<file path="src/design/hse_pkg.sv">
// Shared types and constants for the HDLC stuffing NRZI tone encoder.
`default_nettype none

package hse_pkg;

  localparam int unsigned QUEUE_DEPTH = 2;

  localparam logic [2:0] RUN_LIMIT_RESET = 3'd5;
  localparam logic [2:0] MIN_LIMIT       = 3'd4;
  localparam logic       LINE_TONE_RESET = 1'b1;  // space tone

  // One queued byte, classified by the front end.
  typedef struct packed {
    logic [7:0] data_byte;
    logic       stuff;
  } hse_entry_t;

  // Head of the byte queue as seen by the back end.
  typedef struct packed {
    logic       valid;
    hse_entry_t entry;
  } hse_qhead_t;

endpackage

`default_nettype wire

</file>
<file path="src/design/hse_ifs.sv">
// Valid/ready channel interfaces for byte input and bit-period output.
`default_nettype none

interface hse_in_if;
  logic       valid;
  logic       ready;
  logic [7:0] data_byte;
  logic       no_stuff;

  modport source (output valid, output data_byte, output no_stuff, input ready);
  modport sink   (input valid, input data_byte, input no_stuff, output ready);
endinterface

interface hse_out_if;
  logic valid;
  logic ready;
  logic tone;
  logic inserted;
  logic last_bit;

  modport source (output valid, output tone, output inserted, output last_bit, input ready);
  modport sink   (input valid, input tone, input inserted, input last_bit, output ready);
endinterface

`default_nettype wire

</file>
<file path="src/design/hse_front.sv">
// Front end: accepts bytes, classifies them and holds them in a small queue.
`default_nettype none

module hse_front
  import hse_pkg::*;
#(
  parameter int unsigned QDepth = QUEUE_DEPTH
) (
  input  logic       clk,
  input  logic       rst,
  hse_in_if.sink     in_ch,
  input  logic       pop,
  output hse_qhead_t head
);

  localparam int unsigned PtrW = (QDepth > 1) ? $clog2(QDepth) : 1;
  localparam int unsigned CntW = $clog2(QDepth + 1);

  hse_entry_t         slots [QDepth];
  logic [PtrW-1:0]    wr_ptr;
  logic [PtrW-1:0]    rd_ptr;
  logic [CntW-1:0]    count;
  logic               push;
  logic               do_pop;
  hse_entry_t         new_entry;

  assign in_ch.ready = (count != CntW'(QDepth));
  assign push        = in_ch.valid && in_ch.ready;
  assign do_pop      = pop && (count != '0);

  always_comb begin
    new_entry.data_byte = in_ch.data_byte;
    new_entry.stuff     = ~in_ch.no_stuff;
  end

  assign head.valid = (count != '0);
  assign head.entry = slots[rd_ptr];

  always_ff @(posedge clk) begin
    if (push) begin
      slots[wr_ptr] <= new_entry;
    end
  end

  always_ff @(posedge clk) begin
    if (rst) begin
      wr_ptr <= '0;
      rd_ptr <= '0;
      count  <= '0;
    end else begin
      if (push) begin
        wr_ptr <= (wr_ptr == PtrW'(QDepth - 1)) ? '0 : wr_ptr + PtrW'(1);
      end
      if (do_pop) begin
        rd_ptr <= (rd_ptr == PtrW'(QDepth - 1)) ? '0 : rd_ptr + PtrW'(1);
      end
      case ({push, do_pop})
        2'b10:   count <= count + CntW'(1);
        2'b01:   count <= count - CntW'(1);
        default: count <= count;
      endcase
    end
  end

  a_count_bound: assert property (@(posedge clk) disable iff (rst)
    count <= CntW'(QDepth))
    else $error("queue count above depth");

  a_pop_nonempty: assert property (@(posedge clk) disable iff (rst)
    (pop && count == '0) |=> (count == $past(count) + CntW'($past(push))))
    else $error("pop from empty queue changed count");

endmodule

`default_nettype wire

</file>
<file path="src/design/hse_back.sv">
// Back end: serializes queued bytes into NRZI bit periods with zero insertion.
`default_nettype none

module hse_back
  import hse_pkg::*;
(
  input  logic       clk,
  input  logic       rst,
  input  logic       cfg_we,
  input  logic [2:0] cfg_data,
  input  hse_qhead_t head,
  output logic       pop,
  hse_out_if.source  out_ch
);

  logic [2:0] run_limit;
  logic       line_tone;
  logic [2:0] ones_run;
  logic       busy;
  logic [7:0] shreg;
  logic [2:0] bit_idx;
  logic       stuff;
  logic       pend_ins;
  logic       pend_last;
  logic       out_valid;
  logic       out_tone;
  logic       out_ins;
  logic       out_last;

  logic       step;
  logic [2:0] eff_lim;
  logic [7:0] cur_data;
  logic       cur_stuff;
  logic [2:0] cur_idx;
  logic       cur_bit;
  logic [2:0] run_inc;
  logic       hit;
  logic       is_end;

  assign step      = (!out_valid || out_ch.ready) && (pend_ins || busy || head.valid);
  assign eff_lim   = (run_limit < MIN_LIMIT) ? MIN_LIMIT : run_limit;
  assign cur_data  = busy ? shreg : head.entry.data_byte;
  assign cur_stuff = busy ? stuff : head.entry.stuff;
  assign cur_idx   = busy ? bit_idx : 3'd0;
  assign cur_bit   = cur_data[0];
  assign run_inc   = ones_run + 3'd1;
  assign hit       = cur_stuff && cur_bit && (run_inc >= eff_lim);
  assign is_end    = (cur_idx == 3'd7);
  // first bit of a new byte is registered for output in the same cycle it leaves the queue
  assign pop       = step && !pend_ins && !busy;

  assign out_ch.valid    = out_valid;
  assign out_ch.tone     = out_tone;
  assign out_ch.inserted = out_ins;
  assign out_ch.last_bit = out_last;

  always_ff @(posedge clk) begin
    if (rst) begin
      run_limit <= RUN_LIMIT_RESET;
      line_tone <= LINE_TONE_RESET;
      ones_run  <= '0;
      busy      <= 1'b0;
      pend_ins  <= 1'b0;
      out_valid <= 1'b0;
    end else begin
      if (cfg_we) begin
        run_limit <= cfg_data;
      end
      if (step) begin
        out_valid <= 1'b1;
        if (pend_ins) begin
          // stuffed zero: toggle and report
          line_tone <= ~line_tone;
          out_tone  <= ~line_tone;
          out_ins   <= 1'b1;
          out_last  <= pend_last;
          pend_ins  <= 1'b0;
        end else begin
          out_ins <= 1'b0;
          if (!cur_bit) begin
            line_tone <= ~line_tone;
            out_tone  <= ~line_tone;
            ones_run  <= '0;
          end else begin
            out_tone <= line_tone;
            if (cur_stuff) begin
              ones_run <= hit ? 3'd0 : run_inc;
            end
          end
          pend_ins  <= hit;
          pend_last <= is_end;
          out_last  <= is_end && !hit;
          shreg     <= cur_data >> 1;
          stuff     <= cur_stuff;
          bit_idx   <= cur_idx + 3'd1;
          busy      <= !is_end;
        end
      end else if (out_ch.ready) begin
        out_valid <= 1'b0;
      end
    end
  end

  a_ins_clears_run: assert property (@(posedge clk) disable iff (rst)
    pend_ins |-> (ones_run == 3'd0))
    else $error("insert pending with nonzero run count");

  a_ins_one_period: assert property (@(posedge clk) disable iff (rst)
    (step && pend_ins) |=> (!pend_ins && out_ins))
    else $error("stuffed zero not emitted in one period");

  a_no_pop_busy: assert property (@(posedge clk) disable iff (rst)
    pop |-> (!busy && !pend_ins && head.valid))
    else $error("queue popped while a byte is in progress");

endmodule

`default_nettype wire

</file>
<file path="src/design/hdlc_stuffing_nrzi_tone_encoder_top.sv">
// Top level of the HDLC bit-stuffing NRZI tone encoder.
//
//  channel   dir  payload                        transaction
//  in_ch     in   data_byte[7:0], no_stuff       valid & ready
//  out_ch    out  tone, inserted, last_bit       valid & ready
//  cfg       in   cfg_data[2:0] (run_limit)      cfg_we
//
// One bit period leaves per cycle while out_ch is not stalled: the serializer in the
// back end walks one data bit or one stuffed zero a cycle.
// A byte queue (QDepth entries) lets bytes be accepted while the back end works.
// rst (synchronous) empties the queue, sets run_limit to 5, tone to space, run to 0.
// A stall on out_ch holds the output register; the queue fills, then in_ch.ready drops.
`default_nettype none

module hdlc_stuffing_nrzi_tone_encoder_top
  import hse_pkg::*;
#(
  parameter int unsigned QDepth = QUEUE_DEPTH
) (
  input  logic       clk,
  input  logic       rst,
  hse_in_if.sink     in_ch,
  hse_out_if.source  out_ch,
  input  logic       cfg_we,
  input  logic [2:0] cfg_data
);

  hse_qhead_t head;
  logic       pop;

  hse_front #(
    .QDepth(QDepth)
  ) u_front (
    .clk   (clk),
    .rst   (rst),
    .in_ch (in_ch),
    .pop   (pop),
    .head  (head)
  );

  hse_back u_back (
    .clk      (clk),
    .rst      (rst),
    .cfg_we   (cfg_we),
    .cfg_data (cfg_data),
    .head     (head),
    .pop      (pop),
    .out_ch   (out_ch)
  );

endmodule

`default_nettype wire
</file>
<file path="src/flat_wrapper.sv">
// flat-port wrapper written by rule: the top's interface ports become plain ports
module hdlc_stuffing_nrzi_tone_encoder_top_flat import hse_pkg::*;
#(
  parameter int unsigned QDepth = QUEUE_DEPTH
)
  (clk, rst, cfg_we, cfg_data, in_ch_valid, in_ch_data_byte, in_ch_no_stuff, in_ch_ready, out_ch_valid, out_ch_tone, out_ch_inserted, out_ch_last_bit, out_ch_ready);
  hse_in_if in_ch_i ();
  hse_out_if out_ch_i ();
  input  logic clk;
  input  logic rst;
  input  logic cfg_we;
  input  logic [2:0] cfg_data;
  input wire logic [$bits(in_ch_i.valid)-1:0] in_ch_valid;
  input wire logic [$bits(in_ch_i.data_byte)-1:0] in_ch_data_byte;
  input wire logic [$bits(in_ch_i.no_stuff)-1:0] in_ch_no_stuff;
  output wire logic [$bits(in_ch_i.ready)-1:0] in_ch_ready;
  output wire logic [$bits(out_ch_i.valid)-1:0] out_ch_valid;
  output wire logic [$bits(out_ch_i.tone)-1:0] out_ch_tone;
  output wire logic [$bits(out_ch_i.inserted)-1:0] out_ch_inserted;
  output wire logic [$bits(out_ch_i.last_bit)-1:0] out_ch_last_bit;
  input wire logic [$bits(out_ch_i.ready)-1:0] out_ch_ready;
  assign in_ch_i.valid = in_ch_valid;
  assign in_ch_i.data_byte = in_ch_data_byte;
  assign in_ch_i.no_stuff = in_ch_no_stuff;
  assign in_ch_ready = in_ch_i.ready;
  assign out_ch_valid = out_ch_i.valid;
  assign out_ch_tone = out_ch_i.tone;
  assign out_ch_inserted = out_ch_i.inserted;
  assign out_ch_last_bit = out_ch_i.last_bit;
  assign out_ch_i.ready = out_ch_ready;
  hdlc_stuffing_nrzi_tone_encoder_top #(.QDepth(QDepth)) u_core (.clk(clk), .rst(rst), .in_ch(in_ch_i), .out_ch(out_ch_i), .cfg_we(cfg_we), .cfg_data(cfg_data));
endmodule
</file>
<file path="config.mk">
export PLATFORM = sky130hd
export DESIGN_NAME = hdlc_stuffing_nrzi_tone_encoder_top_flat
export DESIGN_NICKNAME = d
export VERILOG_FILES = /design/src/design/hse_pkg.sv /design/src/design/hse_ifs.sv /design/src/design/hse_front.sv /design/src/design/hse_back.sv /design/src/design/hdlc_stuffing_nrzi_tone_encoder_top.sv /design/src/flat_wrapper.sv
export SDC_FILE = /design/constraint.sdc
export NUM_CORES = 1
export LEC_CHECK = 0
export BUFFER_PORTS_ARGS = -buffer_cell sky130_fd_sc_hd__buf_2
export CORE_MARGIN = 2
export CORE_UTILIZATION = 45
export CTS_BUF_LIST = sky130_fd_sc_hd__clkbuf_4
export CTS_CLUSTER_SIZE = 14
export DETAILED_ROUTE_END_ITERATION = 16
export PLACE_DENSITY = 0.73
export SLEW_MARGIN = 15
export SYNTH_ARGS = -nofsm -noshare
export SYNTH_HDL_FRONTEND = slang
export SYNTH_SLANG_ARGS = --single-unit
</file>
<file path="constraint.sdc">
create_clock -name clk -period 1.8 [get_ports clk]
set_input_delay 0.09 -clock clk [delete_from_list [all_inputs] [get_ports clk]]
set_output_delay 0.09 -clock clk [all_outputs]
set_load 0.05 [all_outputs]
</file>
Yosys cells after proc, flatten, opt, wreduce, memory -nomap -nowiden
Memory sizes are Yosys's and may differ from the RTL's. A register that Yosys moved wholly into a read port is not among the register bits.
Cells that the tools add are included.
W data, S select, Z words.
{ "op_classes": {"order_cmp": 2, "eq_ne": 5, "addsub": 6, "reduce_logical": 23, "muxes": 21, "bitwise_logic": 4} }
{ "op_table": {"columns": ["operator", "n"], "rows": [
  ["$mux W3", 5],
  ["$mux W1", 14],
  ["$logic_and A1 B1 Y1", 8],
  ["$mux W7", 1],
  ["$add A3 B1 Y3 const B", 2],
  ["$reduce_and A3 Y1", 2],
  ["$reduce_bool A2 Y1", 3],
  ["$logic_not A1 Y1", 5],
  ["$not A1 Y1", 4],
  ["$pmux W2 S2", 1],
  ["$reduce_and A2 Y1", 2],
  ["$eq A3 B3 Y1 const B", 1],
  ["$ge A3 B3 Y1", 1],
  ["$logic_or A1 B1 Y1", 3],
  ["$lt A3 B3 Y1 const B", 1],
  ["$add A1 B1 Y1 const B", 2],
  ["$add A2 B1 Y2 const B", 1],
  ["$eq A2 B1 Y1 const B", 1],
  ["$eq A2 B2 Y1 const B", 1],
  ["$ne A2 B1 Y1 const B", 1],
  ["$ne A2 B2 Y1 const B", 1],
  ["$sub A2 B1 Y2 const B", 1]
]} }
{ "word_totals": {"n_memories": 1, "elab_cells": 79, "register_bits": 29, "in_bits": 17, "mem_bits_rw": 18} }
{ "memory_table": {"columns": ["memory", "depth", "word_bits", "rd", "rd_clocked_by_memory_dff", "wr", "line", "rtl"], "rows": [
  ["u_core.u_front.slots", 2, 9, 1, 1, 1, "hse_front.sv:19", "hse_entry_t slots [QDepth];"]
]} }

Depth between registers and ports, before layout
Gate-level depths: netlist of the first run.
{ "logic_depth": {"depth_word": 8, "mapped_depth": 9, "mapped_depth_nobuf": 7} }

By module
From an unflattened synthesis of the first run, not the netlist that was laid out.
{ "hier_totals": {"cells_unflattened": 155, "area_unflattened_um2": 2114.5} }
{ "modules_own_cells": {"columns": ["module", "seq_area_each_um2", "cells_each", "n_inst", "area_per_inst_um2"], "rows": [
  ["hse_back", 650.6, 102, 1, 1241.2],
  ["hse_front", 640.6, 53, 1, 873.3]
]} }

Worst setup path before layout of the first run
No wires, ideal clock.
{ "synth_timing": {"kind": "reg2reg", "startpoint": "reg u_core.u_back.out_valid, in the netlist u_core.u_back.out_ch.valid", "endpoint": "reg u_core.u_back.bit_idx[0], enable pin", "path_buffers": 0, "setup_time_ns": 0.382, "required_ns": 1.418, "path_stages_with_launch": 4, "arrival_time_ns": 1.674, "setup_slack_ns": -0.256, "cell_sequence": "dfxtp_1 nor2b_1 or3_4 nor2_1"} }
{ "synth_via": {"elab_chain_cells": 4} }
{ "synth_lines": {"columns": ["element", "line", "rtl"], "rows": [
  ["from (decl)", "hse_back.sv:25", "logic out_valid;"],
  ["from (signal assigned)", "hse_back.sv:64", "out_valid <= 1'b0;"],
  ["from (signal assigned)", "hse_back.sv:70", "out_valid <= 1'b1;"],
  ["from (signal assigned)", "hse_back.sv:99", "out_valid <= 1'b0;"],
  ["$logic_not A1 Y1", "hse_back.sv:40", "assign step = (!out_valid || out_ch.ready) && (pend_ins || busy || head.valid);"],
  ["$logic_or A1 B1 Y1", "hse_back.sv:40", null],
  ["$logic_and A1 B1 Y1", "hse_back.sv:40", null],
  ["$reduce_and A3 Y1 (no line)", null, null],
  ["to (signal assigned)", "hse_back.sv:95", "bit_idx <= cur_idx + 3'd1;"],
  ["to (decl)", "hse_back.sv:21", "logic [2:0] bit_idx;"]
]} }
No other way between the ends.
A chain may end at the register's enable or synchronous reset.

Worst setup path in the final report of the first run
{ "layout_timing": {"startpoint": "reg u_core.u_front.count[0]", "endpoint": "reg u_core.u_front.count[1]"} }
{ "layout_via": {"elab_chain_cells": 8} }
{ "layout_lines": {"columns": ["element", "line", "rtl"], "rows": [
  ["from (decl)", "hse_front.sv:22", "logic [CntW-1:0] count;"],
  ["from (signal assigned)", "hse_front.sv:58", "2'b10: count <= count + CntW'(1);"],
  ["from (signal assigned)", "hse_front.sv:59", "2'b01: count <= count - CntW'(1);"],
  ["from (signal assigned)", "hse_front.sv:60", "default: count <= count;"],
  ["$reduce_bool A2 Y1 *", "hse_front.sv:29, hse_front.sv:36", null],
  ["$logic_or A1 B1 Y1", "hse_back.sv:40", null],
  ["$logic_and A1 B1 Y1", "hse_back.sv:40", null],
  ["$logic_and A1 B1 Y1 (2 in series)", "hse_back.sv:50", "assign pop = step && !pend_ins && !busy;"],
  ["$logic_and A1 B1 Y1 *", "hse_front.sv:29", "assign do_pop = pop && (count != '0);"],
  ["named net u_core.u_front.do_pop", "hse_front.sv:24", "logic do_pop;"],
  ["$eq A2 B1 Y1 / $eq A2 B2 Y1 (equally long branches)", "hse_front.sv:57", "case ({push, do_pop})"],
  ["$pmux W2 S2 / $reduce_bool A2 Y1 (equally long branches)", null, null]
]} }
Mark *: on every way through the listed nets, which the timed path passes. The rest lies on a longest branch.

==> summary.md, run 1 <==
| Metric | Value |
|---|---|
| Commonest cells post-synth | `33 x edfxtp_1, 17 x nand2_1, 15 x dfxtp_1, 15 x nor2_1, 12 x mux2i_1` |
| Metal2 WL | `1890 um` |
| Met3 wire length | `185 um` |
| Port Buffers | `21` |
| Vias in the first global route | `1361` |
| Die outline height | `70.8 um` |
| Status | `completed` |
| Yosys warns | `0` |
| Routed via count | `1353` |
| Register area share after synthesis | `64.3%` |
| Post-Route Setup TNS | `0 ns` |
| Cell Area, Synth | `0.00201 sq mm` |
| Switching power of the nets | `1.43 mW` |
| Post-synthesis mux area share | `5.98%` |
| Peak Freq | `583 MHz` |
| Post-layout minimum cycle time | `1.72 ns` |
| Final ANT Viol Nets | `0` |
| GPL Wtd Cong | `0.771` |
| Area of the die | `0.00501 sq mm` |
| Fill count | `364` |
| Synth Area in Simple Gates | `14.0%` |
| Synth cell types | `33` |
| Largest net degree at the start of global routing | `25` |
| Worst path required time | `2.10 ns` |
| Reg power frac | `43.6%` |
| Nets | `225` |
| Maximum clock path buffer count | `2` |
| Row count | `24` |
| Area share of the largest cell type after synthesis | `49.3%` |
| Main combinational cell family by area after synthesis | `simple AND/OR/NAND/NOR gates` |
| Max-slew headroom | `72.9%` |
| Reg clk slew, reported paths | `0.14 ns` |
| Top_reg_cell synth | `edfxtp_1` |
| Layout cells sized above 1 | `26.1%` |
| CTS tree | `built` |
| CP Capture Type | `flop` |
| Type of origin of the critical path | `flop` |
| Synth Area in Compound Gates | `6.67%` |
| Pleak | `0.929 nW` |
| Syn Nets | `183` |
| CTS root buf | `clkbuf_4` |
| Combinational power share | `40.0%` |
| Uppermost routed layer | `met4` |
| Area grow syn2layout | `24.0%` |
| CP Class | `reg -> reg` |
| Pint | `2.53 mW` |
| Yosys reg bits | `48` |
| Net Sw Frac | `36.1%` |
| Hold Vio Cnt, Final | `0` |
| Max Clock Skew | `0.00574 ns` |
| Vias/cell | `5.31` |
| Fin crit share | `95.3%` |
| Worst skew pair latency | `0.36 ns` |
| Htree depth | `2` |
| Most frequent cell after synthesis | `edfxtp_1` |
| Slew @ Worst Pin | `0.406 ns` |
| Ys async rst share | `0%` |
| Pre-CTS setup slack | `-0.116 ns` |
| WL met1 | `1520 um` |
| Total core area | `0.00432 sq mm` |
| Slack of the critical path | `0.0838 ns` |
| Grt ovf | `0` |
| Wire length of the first global-routing pass | `6110 um` |
| Hold Crit Class | `in -> reg` |
| Number of flops mapped to enable cells by yosys | `33` |
| CTS buffer count | `5` |
| Max-cap violations | `0` |
| Die X | `70.8 um` |
| Finished Core Util | `57.6%` |
| Total wire length | `3710 um` |
| Clock Power Share | `16.4%` |
| Initial DRC count | `74` |
| Initial antenna violation count | `0` |
| Maximum fanout along the worst path | `5` |
| Syn_area_per_cell | `12.6 sq um` |
| Final setup viols | `0` |
| TritonCTS Sinks | `48` |
| Total track usage | `15.8%` |
| Final Max Slew Viols | `0` |
| Area contributors post-synth | `edfxtp_1 49%, dfxtp_1 15%, mux2i_1 6.0%` |
| Max VDD drop | `0.809 mV` |
| Drt pass-1 iters | `4` |
| WP data arrival | `2.01 ns` |
| Routed WL per cell | `14.5 um` |
| Post-synth top area cell | `edfxtp_1` |
| Starting density of the core | `46.4%` |
| I/O pin count | `22` |
| XOR/XNOR share of the synthesized area | `3.05%` |
| Power per cell area | `1590 mW/mm^2` |
| Synth Instances | `160` |
| DRC Markers | `0` |
| # diodes | `0` |
| Adder-cell share of the synthesized area | `3.74%` |
| DP HPWL | `2590 um` |
## area by class of cell
class	count	area (sq um)	share of cell area [%]
sequential	48	1300	52.2
multi-input combinational	103	728	29.2
timing repair buffer	41	302	12.1
tap	52	65.1	2.61
clock inverter	3	46.3	1.86
clock buffer	5	37.5	1.51
inverter	3	11.3	0.452
## metal layers
metal  up-vias  track usage, %
li1        658               -
met1       629            17.7
met2        53            27.1
met3        13            4.84
met4         0            7.97
met5         -               0
## worst max-delay path: stages, from the launching register on
cell	delay [ns]
dfxtp_4	0.40
nor2_1	0.10
nor4_4	0.31
ha_1	0.32
or3_1	0.38
a21oi_1	0.14
## flip-flops by register name, summed over array words and instances, names as in the netlist, named ones only
signal and flops:
u_core.u_front.slots 18, u_core.u_back.shreg 7, u_core.u_back.bit_idx 3, u_core.u_back.ones_run 3, u_core.u_back.run_limit 3, u_core.u_front.count 2
u_core.u_back.busy 1, u_core.u_back.line_tone 1, u_core.u_back.out_ch.inserted 1, u_core.u_back.out_ch.last_bit 1, u_core.u_back.out_ch.tone 1, u_core.u_back.out_ch.valid 1
u_core.u_back.pend_ins 1, u_core.u_back.pend_last 1, u_core.u_back.stuff 1, u_core.u_front.rd_ptr 1, u_core.u_front.wr_ptr 1
## power by group through the flow
stage	sequential [mW]	combinational (mW)	clock [mW]
finish	1.73	1.59	0.650
detailed placement	1.73	1.42	0
global route	1.77	1.75	0.718
CTS	1.72	1.53	0.663
floorplan	1.79	0.980	0
global placement	1.71	1.34	0
## cell families (layout without fill, tap and decap cells)
group,Yosys count,after routing
compound gates,23,23
xor+xnor,7,7
fa+ha+maj,6,6
buf+inv,9,52
flops,48,48
mux,12,12
simple gates,55,55
## path summary, 6_finish.rpt
check	start	depth (start not counted)	to	slack (ns)
setup reg to reg	u_core.u_front.count[0]$_SDFFE_PP0P_	5	u_core.u_front.count[1]$_SDFFE_PP0P_	0.08
hold / removal	cfg_we	3	u_core.u_back.run_limit[2]$_SDFFE_PP1P_	0.009
hold reg to reg	u_core.u_back.run_limit[0]$_SDFFE_PP1P_	2	u_core.u_back.run_limit[0]$_SDFFE_PP1P_	0.49
setup / recovery	u_core.u_front.count[0]$_SDFFE_PP0P_	5	u_core.u_front.count[1]$_SDFFE_PP0P_	0.08
## through the flow
step	total power [mW]	instance area [sq um]	instances	hold WS [ns]
after floorplan	2.77	2010	160	0.159
after global placement	3.05	2210	233	0.277
after detailed placement	3.15	2210	233	0.283
after CTS	3.91	2460	255	0.00590
after global routing	4.23	2490	255	0.0108
final	3.97	2490	255	0.00929
## placed cells by master, fill, tap and decap left out, types with 2 or more instances in the layout
master         Yosys  final
a21oi_1            7      7
and2_1             5      5
buf_2              3     21
buf_4              0      6
clkbuf_4           0      5
dfxtp_1           15      9
dfxtp_2            0      5
dlygate4sd3_1      0     12
edfxtp_1          33     33
ha_1               6      4
ha_4               0      2
inv_1              3      3
mux2i_1           12     12
nand2_1           17     17
nand3_1            2      2
nand3b_1           3      3
nor2_1            15     14
nor3_1             2      2
o21ai_0           10     10
or3_4              2      2
xnor2_1            3      3
xor2_1             4      4
## what timing repair did
action / in CTS / in global routing
setup endpoints to repair: 2 / 3
pin swaps: 5 / 6
hold endpoints to repair: 21 / 0
gates cloned: 0 / 0
setup buffers: 2 / 0
hold buffers: 12 / 0
gates resized for setup: 6 / 7
Power figures use the tool's default switching activity.
==> run 2, diff against run 1 <==
==> constraint.sdc (replaced) <==
create_clock -name clk -period 1.8 [get_ports clk]
set_input_delay 0.36 -clock clk [delete_from_list [all_inputs] [get_ports clk]]
set_output_delay 0.36 -clock clk [all_outputs]
set_load 0.05 [all_outputs]
==> summary.md, run 2 (same netlist as run 1, synthesis figures left out) <==
| Metric | Value |
|---|---|
| Status | `completed` |
| CP Capture Type | `flop` |
| Critical path's slowest cell | `dfxtp_2` |
| Largest Register | `u_core.u_front.slots` |
| Grt ovf | `0 (unchanged)` |
| Inst Count DP | `235 (+0.86%)` |
| CTS buffer count | `5 (unchanged)` |
| Critical Path, Cell by Cell | `nor2_1 -> nor4_2 -> ha_1 -> or3_1 -> a21oi_1` |
| Maximum fanout along the worst path | `5 (unchanged)` |
| Pleak | `0.895 nW (-3.6%)` |
| Reg clk slew, reported paths | `0.14 ns (about the same)` |
| Starting density of the core | `46.4% (unchanged)` |
| DP HPWL | `2400 um (-7.5%)` |
| Post-layout minimum cycle time | `1.75 ns (+0.0372 ns)` |
| Die outline height | `70.8 um (unchanged)` |
| Max Clock Skew | `0.0121 ns (+0.00634 ns)` |
| Row count | `24 (unchanged)` |
| Post-Layout Cell Count | `244 (-4.3%)` |
| Combinational power share | `38.0% (-2.0 points)` |
| WP data arrival | `2.06 ns (+0.05 ns)` |
| Total core area | `0.00432 sq mm (unchanged)` |
| # diodes | `0 (unchanged)` |
| Max VDD drop | `0.630 mV (-22%)` |
| Net Sw Frac | `34.4% (-1.7 points)` |
| Most frequent cells in the layout | `33 x edfxtp_1, 21 x buf_2, 17 x nand2_1` |
| Final Cell Area | `0.00238 sq mm (-4.6%)` |
| Worst skew pair latency | `0.36 ns (about the same)` |
| Routed via count | `1256 (-7.2%)` |
| Area occupied by registers | `0.00129 sq mm (-0.48%)` |
| Largest net degree at the start of global routing | `24 (-4.0%)` |
| Area grow syn2layout | `18.3%` |
| DRC Markers | `0 (unchanged)` |
| Pint | `2.64 mW (+4.2%)` |
| Hold Vio Cnt, Final | `0 (unchanged)` |
| Layout cells sized above 1 | `26.0% (-0.067 points)` |
| Max FFs per register | `18 (unchanged)` |
| Multi-input combinational cell area | `709 sq um (-2.6%)` |
| Maximum clock path buffer count | `2 (unchanged)` |
| RSZ-0062 raised after global routing | `false` |
| Die X | `70.8 um (unchanged)` |
| Peak Freq | `570 MHz (-2.1%)` |
| Tot Pwr | `4.03 mW (+1.5%)` |
| Routed WL per cell | `13.9 um (-4.6%)` |
| Port Buffers | `21 (unchanged)` |
| Total track usage | `14.7% (-1.1 points)` |
| Post-place instance area | `0.00222 sq mm (+0.68%)` |
| Finished Core Util | `54.9% (-2.7 points)` |
| RR Startpoint | `u_core.u_front.count[1]$_SDFFE_PP0P_` |
| Max-cap violations | `0 (unchanged)` |
| Total wire length | `3380 um (-8.7%)` |
| Worst path required time | `2.11 ns (about the same)` |
| Drt pass-1 iters | `4 (unchanged)` |
| I/O pin count | `22 (unchanged)` |
| Final ANT Viol Nets | `0 (unchanged)` |
| Reg power frac | `42.5% (-1.1 points)` |
| Power per cell area | `1690 mW/mm^2 (+6.4%)` |
| CTS tree | `built` |
| TritonCTS Sinks | `48 (unchanged)` |
| Switching power of the nets | `1.38 mW (-3.4%)` |
| Critical hold path startpoint | `in_ch_data_byte[3]` |
| Type of origin of the critical path | `flop` |
| Nets | `214 (-4.9%)` |
| Vias/cell | `5.15 (-3.0%)` |
| Clock Power Share | `19.5% (+3.1 points)` |
| Initial DRC count | `101 (+36%)` |
| Final Max Slew Viols | `0 (unchanged)` |
| Area of the die | `0.00501 sq mm (unchanged)` |
| Htree depth | `2 (unchanged)` |
| Max-slew headroom | `71.1% (-1.8 points)` |
| CP Launch Point | `u_core.u_front.count[1]$_SDFFE_PP0P_` |
| GPL Wtd Cong | `0.757 (-1.8%)` |
| CP Class | `reg -> reg` |
| Fin crit share | `97.4% (+2.1 points)` |
| Hold_buf cts | `0 (-12)` |
| Slack of the critical path | `0.0466 ns (-0.0372 ns)` |
| Final setup viols | `0 (unchanged)` |
| Slew @ Worst Pin | `0.431 ns (+0.0247 ns)` |
| Pre-CTS setup slack | `-0.0108 ns (+0.105 ns)` |
| Wire length of the first global-routing pass | `5640 um (-7.7%)` |
| Most common cell after layout, fill and taps aside | `edfxtp_1` |
| Initial antenna violation count | `0 (unchanged)` |
| Fill count | `381 (+4.7%)` |
| Biggest registers after layout | `u_core.u_front.slots x18, u_core.u_back.shreg x7` |
| Hold Crit Class | `in -> reg` |
| CTS root buf | `clkbuf_4` |
| Vias in the first global route | `1236 (-9.2%)` |
| Worst path max stage delay | `0.39 ns (about the same)` |
## run 2: cell type report
type / instances / area share, %
Multi-Input combinational cell: 103 / 29.9
Inverter: 3 / 0.474
Clock buffer: 5 / 1.58
Sequential cell: 48 / 54.5
Tap cell: 52 / 2.74
Clock inverter: 3 / 2.90
Timing Repair Buffer: 30 / 7.95
## run 2: through the flow
| step | hold WS, ns | setup TNS (ns) |
|---|---|---|
| 3_3_place_gp | 0.445 | 0 |
| 3_5_place_dp | 0.454 | -0.0108 |
| 6_report | 0.181 | 0 |
| 5_1_grt | 0.140 | 0 |
| 2_1_floorplan | 0.403 | 0 |
| 4_1_cts | 0.163 | 0 |
## run 2: worst paths after layout
kind	endpoint	slack (ns)	depth (start not counted)
worst min register to register	u_core.u_back.ones_run[1]$_SDFFE_PP0P_	0.50	2
worst max-delay path	u_core.u_front.count[1]$_SDFFE_PP0P_	0.05	5
worst min-delay path	u_core.u_front.slots[1][4]$_DFFE_PP_	0.18	1
worst max register to register	u_core.u_front.count[1]$_SDFFE_PP0P_	0.05	5
## run 2: power groups by stage
stage / clock network [mW] / registers, mW / logic, mW
floorplan: 0 / 1.79 / 0.980
global placement: 0 / 1.70 / 1.38
detailed placement: 0 / 1.72 / 1.44
CTS: 0.806 / 1.70 / 1.46
global route: 0.855 / 1.74 / 1.69
finish: 0.787 / 1.71 / 1.53
## run 2: worst max-delay path, delay by kind of cell (launching register included)
family | cells | cell delay, ns
AO/OA/AOI/OAI | 1 | 0.14
adder cells (fa/ha/maj) | 1 | 0.33
flip-flops | 1 | 0.39
AND/OR/NAND/NOR | 3 | 0.83
## run 2: what timing repair did
action	in CTS	in global routing
buffers inserted	0	1
gates cloned	0	0
pin swaps	0	4
gates resized for setup	1	7
setup endpoints to repair	1	5
## run 2: per-layer routing
| metal | wire (um) | vias up | GRT usage, % |
|---|---|---|---|
| li1 | - | 634 | - |
| met1 | 1490 | 593 | 18.1 |
| met4 | 55 | 0 | 5.66 |
| met3 | 138 | 5 | 4.99 |
| met5 | 0 | - | 0 |
| met2 | 1700 | 24 | 24.0 |
==> run 3, diff against run 2 <==
Settings changed: BUFFER_PORTS_ARGS -buffer_cell sky130_fd_sc_hd__buf_2 to unset, CORE_ASPECT_RATIO set to 1.4, DONT_BUFFER_PORTS set to 1, PLACE_DENSITY 0.73 to unset.
==> summary.md, run 3 (same netlist as run 1, synthesis figures left out) <==
| Metric | Value |
|---|---|
| Status | `completed` |
| Post-layout minimum cycle time | `1.68 ns (-0.0698 ns)` |
| Fin crit share | `93.5% (-3.9 points)` |
| Vias/cell | `5.09 (-1.2%)` |
| # diodes | `0 (unchanged)` |
| Wire length of the first global-routing pass | `5300 um (-6.1%)` |
| Area occupied by registers | `0.00129 sq mm (about the same)` |
| Peak Freq | `594 MHz (+4.1%)` |
| Max VDD drop | `0.713 mV (+13%)` |
| Total track usage | `14.3% (-0.38 points)` |
| Total core area | `0.00427 sq mm (-1.2%)` |
| Nets | `197 (-7.9%)` |
| Maximum fanout along the worst path | `3 (-2)` |
| Max-slew headroom | `69.9% (-1.2 points)` |
| Worst path required time | `2.09 ns (-0.02 ns)` |
| Grt ovf | `0 (unchanged)` |
| Post-CTS Setup Inserts | `0 (unchanged)` |
| CTS buffer count | `5 (unchanged)` |
| Port Buffers | `0 (-100%)` |
| Hold Crit Class | `in -> reg` |
| Finished Core Util | `52.2% (-2.7 points)` |
| Post-Route Setup TNS | `0 ns (unchanged)` |
| Largest net degree at the start of global routing | `20 (-17%)` |
| Starting density of the core | `47.0% (+0.54 points)` |
| WP data arrival | `1.98 ns (-0.08 ns)` |
| Routed via count | `1190 (-5.3%)` |
| Biggest registers after layout | `u_core.u_front.slots x18, u_core.u_back.shreg x7` |
| Max Clock Skew | `0.0174 ns (+0.00532 ns)` |
| Combinational power share | `38.7% (+0.7 points)` |
| Hold_buf cts | `0 (unchanged)` |
| Die outline height | `83.0 um (+17%)` |
| Area of the die | `0.00502 sq mm (+0.16%)` |
| FF-to-FF setup slack | `0.12 ns (+0.07 ns)` |
| Critical path's slowest cell | `dfxtp_1` |
| GPL Wtd Cong | `0.784 (+3.6%)` |
| DRC Markers | `0 (unchanged)` |
| Total wire length | `3170 um (-6.3%)` |
| Pleak | `0.798 nW (-11%)` |
| Hold Vio Cnt, Final | `0 (unchanged)` |
| Die X | `60.5 um (-15%)` |
| Net Sw Frac | `35.7% (+1.3 points)` |
| Reg clk slew, reported paths | `0.13 ns (about the same)` |
| Row count | `28 (+17%)` |
| Worst path max stage delay | `0.37 ns (-0.02 ns)` |
| Area grow syn2layout | `11.2%` |
| CTS tree | `built` |
| Pint | `2.31 mW (-12%)` |
| Initial antenna violation count | `0 (unchanged)` |
| Critical Path, Cell by Cell | `nor2_1 -> nor4_2 -> ha_1 -> or3_1 -> a21oi_1` |
| Htree depth | `2 (unchanged)` |
| CTS root buf | `clkbuf_4` |
| Fill count | `386 (+1.3%)` |
| Maximum clock path buffer count | `2 (unchanged)` |
| Layout cells sized above 1 | `16.7% (-9.4 points)` |
| Met2 Use GR | `23.9% (-0.074 points)` |
| Final setup viols | `0 (unchanged)` |
| Power per cell area | `1610 mW/mm^2 (-4.8%)` |
| Final ANT Viol Nets | `0 (unchanged)` |
| RSZ-0062 raised after global routing | `false` |
| Grt met3 use | `4.05% (-0.94 points)` |
| Vias in the first global route | `1159 (-6.2%)` |
| Worst skew pair latency | `0.35 ns (about the same)` |
| Post-Layout Cell Count | `234 (-4.1%)` |
| Routed WL per cell | `13.5 um (-2.3%)` |
| Clock Power Share | `12.1% (-7.4 points)` |
| TritonCTS Sinks | `48 (unchanged)` |
| Drt pass-1 iters | `5 (+1)` |
| Type of origin of the critical path | `flop` |
| Most common cell after layout, fill and taps aside | `edfxtp_1` |
| CP Capture Type | `flop` |
| Final Max Slew Viols | `0 (unchanged)` |
| Initial DRC count | `45 (-55%)` |
| Slew @ Worst Pin | `0.453 ns (+0.0218 ns)` |
| Multi-input combinational cell area | `709 sq um (unchanged)` |
| GRT Max-Usage Layer | `met2` |
| Largest Register | `u_core.u_front.slots` |
| DP HPWL | `2370 um (-1.2%)` |
| Most frequent cells in the layout | `33 x edfxtp_1, 17 x nand2_1, 14 x nor2_1` |
| CP Class | `reg -> reg` |
| Inst Count DP | `227 (-3.4%)` |
| Switching power of the nets | `1.29 mW (-7.1%)` |
| Max-cap violations | `0 (unchanged)` |
| GR Layer Usage met1 | `16.7% (-1.4 points)` |
| Reg power frac | `49.2% (+6.7 points)` |
| Max FFs per register | `18 (unchanged)` |
| I/O pin count | `22 (unchanged)` |
==> run 3: cell count changes in the layout (fill, tap and decap cells not counted) <==
| cell | previous run | this run |
|---|---|---|
| dfxtp_1 | 12 | 13 |
| buf_4 | 7 | 13 |
| dfxtp_2 | 3 | 2 |
| bufinv_16 | 2 | 0 |
| buf_2 | 21 | 0 |
| inv_6 | 1 | 0 |
| buf_6 | 1 | 0 |
| clkinv_1 | 0 | 2 |
| buf_12 | 1 | 0 |
==> run 3: critical path: cells and delay by family, from the launching register on <==
family                     cells  cell delay [ns]
AOI/OAI and AO/OA              1             0.14
and+or+nand+nor                3             0.79
adders and majority gates      1             0.33
DFF                            1             0.37
==> run 3: layout make-up <==
class | count | area share (%)
Clock inverter | 2 | 0.336
Timing Repair Buffer | 13 | 4.37
Clock buffer | 5 | 1.68
Sequential cell | 48 | 58.0
Tap cell | 60 | 3.36
Multi-Input combinational cell | 103 | 31.8
Inverter | 3 | 0.504
==> run 3: final timing paths <==
check / start / to / depth (start not counted)
hold / removal: rst / u_core.u_back.ones_run[0]$_SDFFE_PP0P_ / 1
hold reg to reg: u_core.u_back.ones_run[1]$_SDFFE_PP0P_ / u_core.u_back.ones_run[1]$_SDFFE_PP0P_ / 2
setup reg to reg: u_core.u_front.count[1]$_SDFFE_PP0P_ / u_core.u_front.count[1]$_SDFFE_PP0P_ / 5
setup / recovery: u_core.u_front.count[1]$_SDFFE_PP0P_ / u_core.u_front.count[1]$_SDFFE_PP0P_ / 5
==> run 3: power by group through the flow <==
| stage | logic, mW | clock network [mW] | registers [mW] |
|---|---|---|---|
| floorplan | 0.980 | 0 | 1.79 |
| global placement | 1.32 | 0 | 1.77 |
| detailed placement | 1.36 | 0 | 1.79 |
| CTS | 1.38 | 0.461 | 1.76 |
| global route | 1.56 | 0.500 | 1.81 |
| finish | 1.39 | 0.435 | 1.77 |
==> run 3: per-layer routing <==
metal / vias to the layer above / part of all wire (%)
li1: 602 / -
met3: 5 / 4.3
met2: 31 / 53
met4: 0 / 1.9
met1: 552 / 41
met5: - / 0
==> run 3: through the flow <==
step | setup slack [ns] | power [mW] | area [sq um] | hold slack [ns]
6_report | 0.116 | 3.60 | 2230 | 0.0503
5_1_grt | 0.0253 | 3.87 | 2230 | 0.0323
2_1_floorplan | 0.0342 | 2.77 | 2010 | 0.403
4_1_cts | 0.0175 | 3.60 | 2200 | 0.0434
3_3_place_gp | 0.0941 | 3.10 | 2150 | 0.427
3_5_place_dp | -0.0112 | 3.15 | 2150 | 0.432
==> run 3: repair_timing <==
item	4_1_cts	5_1_grt
pin swaps	0	3
resized for setup	1	5
setup endpoints to repair	1	3
